[src/rtl/cpr_pkg.sv]
// ----------------------------------------------------------------------------
// cpr_pkg
// Shared types and constants for the command path record and replay block.
// ----------------------------------------------------------------------------
package cpr_pkg;

  // input word opcodes
  typedef enum logic [2:0] {
    OP_TICK       = 3'd0,
    OP_DRIVE      = 3'd1,
    OP_REC_START  = 3'd2,
    OP_REC_STOP   = 3'd3,
    OP_PLAY_START = 3'd4,
    OP_PLAY_STOP  = 3'd5
  } op_e;

  // message codes reported with each result word
  typedef enum logic [2:0] {
    MSG_NONE      = 3'd0,
    MSG_REC_START = 3'd1,
    MSG_EMPTY     = 3'd2,
    MSG_REC_DONE  = 3'd3,
    MSG_PLAYING   = 3'd4,
    MSG_STOPPED   = 3'd5
  } msg_e;

  // operating mode
  typedef enum logic [1:0] {
    MODE_IDLE = 2'd0,
    MODE_REC  = 2'd1,
    MODE_PLAY = 2'd2
  } mode_e;

  // sequencer states
  typedef enum logic {
    S_ACCEPT = 1'b0,
    S_EXEC   = 1'b1
  } state_e;

  localparam logic [7:0]  HELD_CMD_RESET = 8'd83;  // 'S', the stop command
  localparam logic [15:0] MIN_HOLD_RESET = 16'd30;

endpackage

[src/rtl/command_path_record_replay.sv]
// ----------------------------------------------------------------------------
// command_path_record_replay
// Records drive commands with their hold times in a step table and replays
// them on request, paced by millisecond tick words.
// ----------------------------------------------------------------------------
// Each input word passes through two states. In S_ACCEPT, as the word is
// accepted, the step table is read (at entry 0 for start play, otherwise at
// the entry after the current playback position) into a register; in S_EXEC
// the table data is used, the state is updated, any closed hold is written
// back and the result word is loaded into the output register. S_EXEC waits
// while the output register still holds an untaken result. The step table is
// one synchronous memory with a registered read; reads and writes fall in
// different states of a word, so no two accesses to one entry overlap.
// Table entries need no clearing after reset.
module command_path_record_replay #(
  parameter int STEP_DEPTH = 64,
  parameter int TIME_BITS  = 24
) (
  input  logic        clk_i,
  input  logic        rst_ni,
  // configuration
  input  logic        cfg_we_i,
  input  logic [15:0] cfg_wdata_i,
  // input words
  input  logic        in_valid_i,
  output logic        in_ready_o,
  input  logic [2:0]  opcode_i,
  input  logic [7:0]  cmd_byte_i,
  // result words
  output logic        out_valid_o,
  input  logic        out_ready_i,
  output logic        drive_valid_o,
  output logic [7:0]  drive_cmd_o,
  output logic        motor_stop_o,
  output logic [2:0]  message_o,
  output logic [1:0]  mode_o
);
  import cpr_pkg::*;

  localparam int CNT_W   = $clog2(STEP_DEPTH + 1);
  localparam int IDX_W   = (STEP_DEPTH > 1) ? $clog2(STEP_DEPTH) : 1;
  localparam int ENTRY_W = 8 + TIME_BITS;
  localparam int CMP_W   = (TIME_BITS > 16) ? TIME_BITS : 16;

  // control and state registers
  state_e               st_q, st_d;
  mode_e                run_mode_q, run_mode_d;
  logic [CNT_W-1:0]     step_count_q, step_count_d;
  logic [CNT_W-1:0]     play_pos_q, play_pos_d;
  logic [7:0]           held_cmd_q, held_cmd_d;
  logic [TIME_BITS-1:0] elapsed_q, elapsed_d;
  logic [TIME_BITS-1:0] cur_time_q, cur_time_d;
  logic [15:0]          min_hold_q;
  op_e                  op_q;
  logic [7:0]           cmd_q;

  // output register
  logic                 out_valid_q, out_valid_d;
  logic                 drive_valid_q, drive_valid_d;
  logic [7:0]           drive_cmd_q, drive_cmd_d;
  logic                 motor_stop_q, motor_stop_d;
  msg_e                 message_q, message_d;
  mode_e                mode_q, mode_d;

  // step table
  logic [ENTRY_W-1:0]   step_mem [STEP_DEPTH];
  logic [ENTRY_W-1:0]   rd_data_q;
  logic [IDX_W-1:0]     rd_addr;
  logic [CNT_W-1:0]     next_pos;
  logic                 mem_we;
  logic                 accept;
  logic                 commit;
  logic                 hold_ok;
  logic [TIME_BITS-1:0] elapsed_inc;
  logic [7:0]           rd_cmd;
  logic [TIME_BITS-1:0] rd_time;

  assign accept  = in_valid_i & in_ready_o;
  assign commit  = (st_q == S_EXEC) & (~out_valid_q | out_ready_i);
  assign next_pos = play_pos_q + CNT_W'(1);
  assign rd_cmd  = rd_data_q[ENTRY_W-1 -: 8];
  assign rd_time = rd_data_q[TIME_BITS-1:0];

  // read address: entry 0 for start play, else the entry after the current one
  always_comb begin
    rd_addr = '0;
    if (op_e'(opcode_i) != OP_PLAY_START && next_pos < CNT_W'(STEP_DEPTH)) begin
      rd_addr = next_pos[IDX_W-1:0];
    end
  end

  // saturating millisecond timer
  assign elapsed_inc = (&elapsed_q) ? elapsed_q : elapsed_q + TIME_BITS'(1);

  // a closed hold is stored when long enough and the table has room
  assign hold_ok = (CMP_W'(elapsed_q) > CMP_W'(min_hold_q)) &&
                   (step_count_q < CNT_W'(STEP_DEPTH));

  // step table write and registered read
  always_ff @(posedge clk_i) begin
    if (mem_we) begin
      step_mem[step_count_q[IDX_W-1:0]] <= {held_cmd_q, elapsed_q};
    end
    if (accept) begin
      rd_data_q <= step_mem[rd_addr];
    end
  end

  // accepted word
  always_ff @(posedge clk_i) begin
    if (accept) begin
      op_q  <= op_e'(opcode_i);
      cmd_q <= cmd_byte_i;
    end
  end

  // configuration register
  always_ff @(posedge clk_i or negedge rst_ni) begin
    if (!rst_ni) begin
      min_hold_q <= MIN_HOLD_RESET;
    end else if (cfg_we_i) begin
      min_hold_q <= cfg_wdata_i;
    end
  end

  // state registers
  always_ff @(posedge clk_i or negedge rst_ni) begin
    if (!rst_ni) begin
      st_q         <= S_ACCEPT;
      run_mode_q   <= MODE_IDLE;
      step_count_q <= '0;
      play_pos_q   <= '0;
      held_cmd_q   <= HELD_CMD_RESET;
      elapsed_q    <= '0;
      out_valid_q  <= 1'b0;
    end else begin
      st_q         <= st_d;
      run_mode_q   <= run_mode_d;
      step_count_q <= step_count_d;
      play_pos_q   <= play_pos_d;
      held_cmd_q   <= held_cmd_d;
      elapsed_q    <= elapsed_d;
      out_valid_q  <= out_valid_d;
    end
  end

  // payload registers
  always_ff @(posedge clk_i) begin
    cur_time_q    <= cur_time_d;
    drive_valid_q <= drive_valid_d;
    drive_cmd_q   <= drive_cmd_d;
    motor_stop_q  <= motor_stop_d;
    message_q     <= message_d;
    mode_q        <= mode_d;
  end

  // sequencer: next state, state update and result word
  always_comb begin
    st_d          = st_q;
    run_mode_d    = run_mode_q;
    step_count_d  = step_count_q;
    play_pos_d    = play_pos_q;
    held_cmd_d    = held_cmd_q;
    elapsed_d     = elapsed_q;
    cur_time_d    = cur_time_q;
    out_valid_d   = out_valid_q & ~out_ready_i;
    drive_valid_d = drive_valid_q;
    drive_cmd_d   = drive_cmd_q;
    motor_stop_d  = motor_stop_q;
    message_d     = message_q;
    mode_d        = mode_q;
    mem_we        = 1'b0;
    in_ready_o    = 1'b0;

    case (st_q)
      S_ACCEPT: begin
        in_ready_o = 1'b1;
        if (in_valid_i) begin
          st_d = S_EXEC;
        end
      end
      S_EXEC: begin
        if (commit) begin
          st_d          = S_ACCEPT;
          out_valid_d   = 1'b1;
          drive_valid_d = 1'b0;
          drive_cmd_d   = '0;
          motor_stop_d  = 1'b0;
          message_d     = MSG_NONE;
          case (op_q)
            OP_TICK: begin
              elapsed_d = elapsed_inc;
              if (run_mode_q == MODE_PLAY && elapsed_inc >= cur_time_q) begin
                play_pos_d = next_pos;
                if (next_pos >= step_count_q) begin
                  run_mode_d   = MODE_IDLE;
                  motor_stop_d = 1'b1;
                  message_d    = MSG_STOPPED;
                end else begin
                  elapsed_d     = '0;
                  drive_valid_d = 1'b1;
                  drive_cmd_d   = rd_cmd;
                  cur_time_d    = rd_time;
                end
              end
            end
            OP_DRIVE: begin
              if (run_mode_q == MODE_REC) begin
                if (hold_ok) begin
                  mem_we       = 1'b1;
                  step_count_d = step_count_q + CNT_W'(1);
                end
                held_cmd_d = cmd_q;
                elapsed_d  = '0;
              end
            end
            OP_REC_START: begin
              step_count_d = '0;
              held_cmd_d   = HELD_CMD_RESET;
              elapsed_d    = '0;
              run_mode_d   = MODE_REC;
              message_d    = MSG_REC_START;
            end
            OP_REC_STOP: begin
              if (run_mode_q == MODE_REC) begin
                if (hold_ok) begin
                  mem_we       = 1'b1;
                  step_count_d = step_count_q + CNT_W'(1);
                end
                motor_stop_d = 1'b1;
                run_mode_d   = MODE_IDLE;
                message_d    = (step_count_d == '0) ? MSG_EMPTY : MSG_REC_DONE;
              end
            end
            OP_PLAY_START: begin
              if (step_count_q == '0) begin
                message_d = MSG_EMPTY;
              end else begin
                play_pos_d    = '0;
                elapsed_d     = '0;
                run_mode_d    = MODE_PLAY;
                message_d     = MSG_PLAYING;
                drive_valid_d = 1'b1;
                drive_cmd_d   = rd_cmd;
                cur_time_d    = rd_time;
              end
            end
            OP_PLAY_STOP: begin
              run_mode_d   = MODE_IDLE;
              motor_stop_d = 1'b1;
              message_d    = MSG_STOPPED;
            end
            default: begin
            end
          endcase
          mode_d = run_mode_d;
        end
      end
      default: begin
        st_d = S_ACCEPT;
      end
    endcase
  end

  assign out_valid_o   = out_valid_q;
  assign drive_valid_o = drive_valid_q;
  assign drive_cmd_o   = drive_cmd_q;
  assign motor_stop_o  = motor_stop_q;
  assign message_o     = message_q;
  assign mode_o        = mode_q;

  // playback only runs over a non-empty table, inside the stored steps
  a_play_in_table: assert property (@(posedge clk_i) disable iff (!rst_ni)
    run_mode_q == MODE_PLAY |-> (step_count_q != '0) && (play_pos_q < step_count_q))
    else $error("playback position outside the step table");

  // an accepted word always takes the sequencer to execution in the following cycle
  a_accept_exec: assert property (@(posedge clk_i) disable iff (!rst_ni)
    accept |=> st_q == S_EXEC)
    else $error("accepted word not taken to execution");

  // the table is only written while recording, and never beyond its depth
  a_write_rec: assert property (@(posedge clk_i) disable iff (!rst_ni)
    mem_we |-> (run_mode_q == MODE_REC) && (step_count_q < CNT_W'(STEP_DEPTH)))
    else $error("step table written outside recording");

  // the step count never exceeds the table depth
  a_count_bound: assert property (@(posedge clk_i) disable iff (!rst_ni)
    step_count_q <= CNT_W'(STEP_DEPTH))
    else $error("step count beyond table depth");

  // a drive word and a motor stop are never reported together
  a_drive_stop: assert property (@(posedge clk_i) disable iff (!rst_ni)
    out_valid_q |-> !(drive_valid_q && motor_stop_q))
    else $error("drive and stop in one result word");

endmodule

[config.mk]
export PLATFORM = sky130hd
export DESIGN_NAME = command_path_record_replay
export DESIGN_NICKNAME = d
export VERILOG_FILES = /design/src/rtl/cpr_pkg.sv /design/src/rtl/command_path_record_replay.sv
export SDC_FILE = /design/constraint.sdc
export NUM_CORES = 2
export LEC_CHECK = 0
export CORE_MARGIN = 2
export CORE_UTILIZATION = 53
export CTS_CLUSTER_SIZE = 16
export DETAILED_ROUTE_END_ITERATION = 8
export DONT_BUFFER_PORTS = 1
export GPL_ROUTABILITY_DRIVEN = 0
export PLACE_DENSITY = 0.68
export SYNTH_ARGS = -nofsm -noshare
export SYNTH_HDL_FRONTEND = slang
export SYNTH_SLANG_ARGS = --single-unit
[constraint.sdc]
create_clock -name clk_i -period 8.6 [get_ports clk_i]
set_clock_uncertainty 0.1 [all_clocks]
set_input_delay 1.72 -clock clk_i [delete_from_list [all_inputs] [get_ports clk_i]]
set_output_delay 1.72 -clock clk_i [all_outputs]
set_load 0.01 [all_outputs]
# [Yosys cells after proc, flatten, opt, wreduce, memory -nomap -nowiden]
# Memories as Yosys holds them, arrays and structs flattened. A register that Yosys moved wholly into a read port is not among the register bits.
# Index checks and enable logic that the tools add are counted.
[totals] regBits=116 mem_bits_rw=2048 input_bits=32 wordCells=122 memories=1
[memory_table] memory="step_mem" depth=64 width=32 read_ports=1 rd_clocked_by_memory_dff=1 wr=1 line="command_path_record_replay.sv:66" text="logic [ENTRY_W-1:0] step_mem [STEP_DEPTH];"
[op_classes] n_addsub=3 order_cmp=5 n_eq_ne=13 n_mux=59 bitwise=7 n_reduce_logical=18
[ops] operator="24-bit two-way mux" n=8
[ops] operator="24-bit case mux with 4 select lines" n=1
[ops] operator="7-bit two-way mux" n=8
[ops] operator="24-bit case mux with 2 select lines" n=1
[ops] operator="8-bit two-way mux" n=4
[ops] operator="8-bit case mux with 2 select lines" n=2
[ops] operator="24-bit by 1-bit adder with 24-bit output (second input constant)" n=1
[ops] operator="24-bit >= comparator" n=1
[ops] operator="24-bit by 16-bit > comparator with 1-bit output" n=1
[ops] operator="24-bit AND reduction" n=1
[ops] operator="7-bit case mux with 3 select lines" n=1
[ops] operator="1-bit two-way mux" n=19
[ops] operator="3-bit case mux with 5 select lines" n=1
[ops] operator="5-bit AND reduction" n=3
[ops] operator="7-bit by 1-bit adder with 7-bit output (second input constant)" n=2
[ops] operator="7-bit zero test" n=2
[ops] operator="7-bit < comparator (second input constant)" n=2
[ops] operator="7-bit case mux with 2 select lines" n=1
[ops] operator="2-bit two-way mux" n=5
[ops] operator="2-bit != test (second input constant)" n=5
[ops] operator="2-bit case mux with 5 select lines" n=1
[ops] operator="3-bit two-way mux" n=3
[ops] operator="7-bit >= comparator" n=1
[ops] operator="3-bit by 2-bit equality test with 1-bit output (second input constant)" n=2
[ops] operator="20 further kinds" n=29

# [Depth between registers and ports, before layout]
[depth] ltp_word=11 depth_mapped=19

# [Least setup slack after synthesis]
# Ideal clock, no wire load.
[synth_timing] path_type="register -> register" start="register elapsed_q[6]" end="register cur_time_q[0], enable pin" setup_time_ns=0.405 arrival_time_ns=5.454 required_ns=8.095 slack_ns=2.641 path_stages_with_launch=18 path_buffers=2 synth_period_minus_slack_ns=5.959 cell_sequence="dfrtp_1 -> clkbuf_1 -> nand3_1 -> or4b_1 -> a311oi_1 -> and2_1 -> nand4_2 -> nor2_1 -> xor2_1 -> ha_1 -> a21o_1 -> a21o_1 -> a21oi_1 -> o21a_1 -> and3_1 -> o21a_1 -> clkbuf_1 -> nor2_1"
[synth_between] elab_chain_len=6
[synth_rtl] element="start, declared" line="command_path_record_replay.sv:51" text="logic [TIME_BITS-1:0] elapsed_q, elapsed_d;"
[synth_rtl] element="start signal, assigned" line="command_path_record_replay.sv:142" text="elapsed_q <= elapsed_d;"
[synth_rtl] element="24-bit by 1-bit adder with 24-bit output / 24-bit AND reduction (equally long branches)" line="command_path_record_replay.sv:93" text="assign elapsed_inc = (&elapsed_q) ? elapsed_q : elapsed_q + TIME_BITS'(1);"
[synth_rtl] element="24-bit two-way mux (*)" line="command_path_record_replay.sv:93"
[synth_rtl] element="24-bit >= comparator (*)" line="command_path_record_replay.sv:193" text="if (run_mode_q == MODE_PLAY && elapsed_inc >= cur_time_q) begin"
[synth_rtl] element="1-bit logical AND (*)" line="command_path_record_replay.sv:193"
[synth_rtl] element="2-bit != test (no line) (*)"
[synth_rtl] element="6-bit AND reduction (no line) (*)"
[synth_rtl] element="end signal, assigned" line="command_path_record_replay.sv:149" text="cur_time_q <= cur_time_d;"
[synth_rtl] element="end, declared" line="command_path_record_replay.sv:52" text="logic [TIME_BITS-1:0] cur_time_q, cur_time_d;"
# Every way passes the cells marked *; elsewhere a longest branch is shown, timed or not.
# A chain may end at the register's enable or synchronous reset.

# [Worst setup path after layout]
[layout_timing] start="register play_pos_q[0]" end="register rd_data_q[1] (read register of step_mem), data pin"
[layout_between] elab_chain_len=4
[layout_rtl] element="start, declared" line="command_path_record_replay.sv:49" text="logic [CNT_W-1:0] play_pos_q, play_pos_d;"
[layout_rtl] element="start signal, assigned" line="command_path_record_replay.sv:140" text="play_pos_q <= play_pos_d;"
[layout_rtl] element="7-bit by 1-bit adder with 7-bit output (*)" line="command_path_record_replay.sv:80" text="assign next_pos = play_pos_q + CNT_W'(1);"
[layout_rtl] element="7-bit < comparator" line="command_path_record_replay.sv:87" text="if (op_e'(opcode_i) != OP_PLAY_START && next_pos < CNT_W'(STEP_DEPTH)) begin"
[layout_rtl] element="1-bit logical AND" line="command_path_record_replay.sv:87"
[layout_rtl] element="6-bit two-way mux (*)" line="command_path_record_replay.sv:87"
[layout_rtl] element="end, declared" line="command_path_record_replay.sv:67" text="logic [ENTRY_W-1:0] rd_data_q;"
# Marked as above.

==> qor.tcl <==
set qor(routed_wirelength_mm) 282
set qor(cts-buffers-inserted) 208
set qor(run_status) {complete, but fails checks}
set qor(antenna_found_initial) 23
set qor(power.leakage_nw) 33.4
set qor(final-setup-viol-count) 0
set qor(die_w_um) 409
set qor(instances_no_fill) 8095
set qor(endpoint) {rd_data_q[1]$_DFFE_PP_}
set qor(slew_viol_final) 0
set qor(hold_buffers) 0
set qor(power_frac_clock_pct) 33.1
set qor(groute.usage.overall_pct) 33.3
set qor(critical_path_cell_count) 15
set qor(worst-setup-path-type) {flop to flop}
set qor(cts.repair_timing.setup_buffer_count) 0
set qor(fillers) 12000
set qor(detail_route.drc_violations) 0
set qor(dr.pass1.iters) 7
set qor(setup_tns_ns) 0
set qor(power.share.switching_pct) 31.1
set qor(yosysUniqueCellTypes) 92
set qor(period_needed_ns) 6.45
set qor(final_worst_path_cycle_share_pct) 75.0
set qor(cp-end-kind) {flop}
set qor(async_reset_ff_share_pct) 3.01
set qor(setup_slack_on_the_worst_flop_to_flop_path_ns) 2.15
set qor(rows) 148
set qor(worstPathMaxFanout) 57
set qor(sequentialPowerShare_pct) 45.9
set qor(cts-resized-gates) 0
set qor(reg2reg_from) {play_pos_q[0]$_DFFE_PN0P_}
set qor(synth_area_um2) 87000
set qor(insertion_delay_to_the_later_sink_of_the_worst_skew_pair_ns) 0.86
set qor(failed_checks) {max-capacitance violations}
set qor(clockRootBuffer) {clkbuf_16}
set qor(cts_tree) {yes}
set qor(grt_setup_unrepaired) {no}
set qor(drt-initial-drc-count) 10600
set qor(cp_data_arrival_time_ns) 6.85
set qor(worst_ir_drop_vdd_mv) 0.498
set qor(globalRoute.totalOverflow) 0
set qor(grt_max_degree) 106
set qor(synth.yosys.seq_area_share_pct) 75.4
set qor(place_inst) 7701
set qor(critical_path_required_ns) 9.01
set qor(grt_pass1_wl_mm) 394
set qor(die_area_um2) 167000
set qor(netSwitchingPower_mw) 8.41
set qor(timing.critical_path.cells) {ha_1 -> xnor2_2 -> buf_4 -> inv_1 -> buf_4 -> nand2_1 -> nor2_4 -> buf_12 -> buf_4 -> nand2_1 -> a31oi_1 -> a21o_1 -> a221oi_1 -> buf_4 -> nor4_1}
set qor(critPathMaxStageDelay_ns) 0.96
set qor(yosys_warnings) 0
set qor(clockBufferDepth) 3
set qor(placement.io_buffers) 0
set qor(cts.sinks) 2196
set qor(timing.hold.worst_path_depth) 0
set qor(ioPinCount) 49
set qor(critical_path_buf_inv_count) 6
set qor(start_util_pct) 53.4
set qor(synth-seq-cells) 2196
set qor(mappedNetlistNets) 5773
set qor(slew_headroom_pct) 1.20
set qor(critPathSlowestCell) {nor4_1}
set qor(comb_power_share_pct) 21.0
set qor(min_path_type) {flop to flop}
set qor(powerDensity_nw_per_um2) 278
set qor(detailed_place_hpwl_mm) 157
set qor(tightest_slew_ns) 1.47
set qor(syn_inst_count) 5690
set qor(cp_common_cell) {buf_4}
set qor(most-common-layout-cells) {2130 x edfxtp_1, 666 x nand2_1, 278 x mux2i_1}
set qor(core_um2) 163000
set qor(critical_path.reg2reg.endpoint) {rd_data_q[1]$_DFFE_PP_}
set qor(vias_per_cell) 6.91
set qor(final_nets) 5819
set qor(num_vias) 55900
set qor(post_route_cells_drive_above_1_share_pct) 12.6
set qor(cap_viol_max_count) 1
set qor(edff_count_synth) 2130
set qor(postRouteAntennaNets) 0
set qor(detail_route.wl_per_cell_um) 34.9
set qor(hold_viol_final) 0
set qor(layout_commonest_cell) {edfxtp_1}
set qor(worstRegToRegCells) 15
set qor(synthesis.area_per_instance_um2) 15.3
set qor(clk_pin_slew_worst_paths_ns) 0.07
set qor(number_of_global_route_vias_before_repair) 52300
set qor(flow.area_growth_from_synthesis_pct) 11.6
set qor(setup.worst_path.start) {play_pos_q[0]$_DFFE_PN0P_}
set qor(crit_family) {simple AND/OR/NAND/NOR gates}
set qor(intPower_mw) 18.6
set qor(clock.fmax_ghz) 0.155
set qor(ctsHtreeMaxLevel) 4
set qor(die_height_um) 409
set qor(prevailing_post_synth_register_cell) {edfxtp_1}
set qor(critPathLaunchType) {flop}
-- synth_stat cells (all sizes together), types with 18 or more instances --
library cell	n	area share, %
edfxtp	2130	74
nand2	672	2.9
mux2i	279	3.2
o21ai	239	1.4
nand3	209	1.2
buf	199	1.2
nor2	185	0.82
clkbuf	175	0.75
a21oi	165	0.95
o22ai	143	1.0
a31oi	121	0.87
o211ai	90	0.78
mux2	87	1.1
o221ai	86	0.87
nor3	83	0.49
dfrtp	58	1.7
inv	58	0.25
a221oi	54	0.54
a32oi	51	0.51
ha	51	0.73
nand4	41	0.30
a22oi	39	0.34
nor4	36	0.27
and3	31	0.22
or3	30	0.22
a22o	26	0.26
nand2b	26	0.19
a32o	25	0.29
a211oi	19	0.17
a221o	19	0.22
or4	19	0.16
xnor2	19	0.20
a21o	18	0.16
and4	18	0.18
-- worst register-to-register path, cell delays in order, from the launching register on --
cell,delay (ns)
dfrtp_4,0.62
ha_1,0.43
xnor2_2,0.19
buf_4,0.28
inv_1,0.44
buf_4,0.45
nand2_1,0.20
nor2_4,0.91
buf_12,0.44
buf_4,0.39
nand2_1,0.10
a31oi_1,0.21
a21o_1,0.11
a221oi_1,0.08
buf_4,0.18
nor4_1,0.96
-- how the worst min path moves through the flow --
stage | end | start | slack, ns
final | cur_time_q[3]$_DFFE_PP_ | rd_data_q[3]$_DFFE_PP_ | 0.32
after global routing | cur_time_q[3]$_DFFE_PP_ | rd_data_q[3]$_DFFE_PP_ | 0.33
after CTS | cur_time_q[3]$_DFFE_PP_ | rd_data_q[3]$_DFFE_PP_ | 0.32
after detailed placement | cur_time_q[3]$_DFFE_PP_ | rd_data_q[3]$_DFFE_PP_ | 0.31
after global placement | cur_time_q[3]$_DFFE_PP_ | rd_data_q[3]$_DFFE_PP_ | 0.31
after floorplan | cur_time_q[0]$_DFFE_PP_ | rd_data_q[0]$_DFFE_PP_ | 0.30
-- flip-flops by register name, indices dropped and copies added, names as in the netlist, 8 cells and up --
name         cells
held_cmd_q       8
rd_data_q       32
cmd_q            8
step_mem      2048
elapsed_q       24
drive_cmd_o      8
min_hold_q      16
cur_time_q      24
-- layout make-up --
| cell class | count | area [um^2] | area share (%) |
|---|---|---|---|
| clock buffer | 249 | 5400 | 5.56 |
| multi-input combinational | 3062 | 20200 | 20.8 |
| tap | 2175 | 2720 | 2.80 |
| timing repair buffer | 210 | 1760 | 1.81 |
| inverter | 58 | 225 | 0.232 |
| clock inverter | 131 | 1140 | 1.17 |
| sequential | 2196 | 65700 | 67.6 |
| antenna | 14 | 35.0 | 0.0361 |
-- power groups by stage --
stage               Combinational, mW  Sequential, mW  Clock (mW)
floorplan                        3.06            12.6           0
global placement                 5.38            12.6           0
detailed placement               5.44            12.6           0
CTS                              5.47            12.4        8.95
global route                     5.82            12.4        9.34
finish                           5.68            12.4        8.93
-- kinds of logic after synthesis --
kind of cell	synth area share, %
buf+inv	2.18
mux	4.43
compound gates	9.58
xor+xnor	0.280
fa+ha+maj	0.733
flops	75.4
simple gates	7.38
-- metal layers --
| layer | up-vias | routed length, um | part of all wire [%] | track usage [%] |
|---|---|---|---|---|
| met5 | - | 202 | 0.072 | 0 |
| met4 | 16 | 16300 | 5.8 | 17.3 |
| met3 | 785 | 44900 | 16 | 11.2 |
| met2 | 4705 | 121000 | 43 | 47.6 |
| met1 | 27900 | 100000 | 36 | 45.3 |
| li1 | 22600 | - | - | - |
-- through the flow --
| stage | worst slack [ns] | hold WS, ns | area [um^2] | power (mW) | util (%) |
|---|---|---|---|---|---|
| floorplan | 2.64 | 0.300 | 87000 | 15.7 | - |
| global placement | 2.09 | 0.307 | 90500 | 18.0 | 55.5 |
| detailed placement | 1.99 | 0.307 | 90500 | 18.0 | 55.6 |
| CTS | 2.34 | 0.322 | 97100 | 26.8 | 59.6 |
| global route | 2.09 | 0.334 | 97100 | 27.6 | 59.6 |
| finish | 2.15 | 0.323 | 97100 | 27.0 | 59.6 |
(Power assumes the default switching activity.)
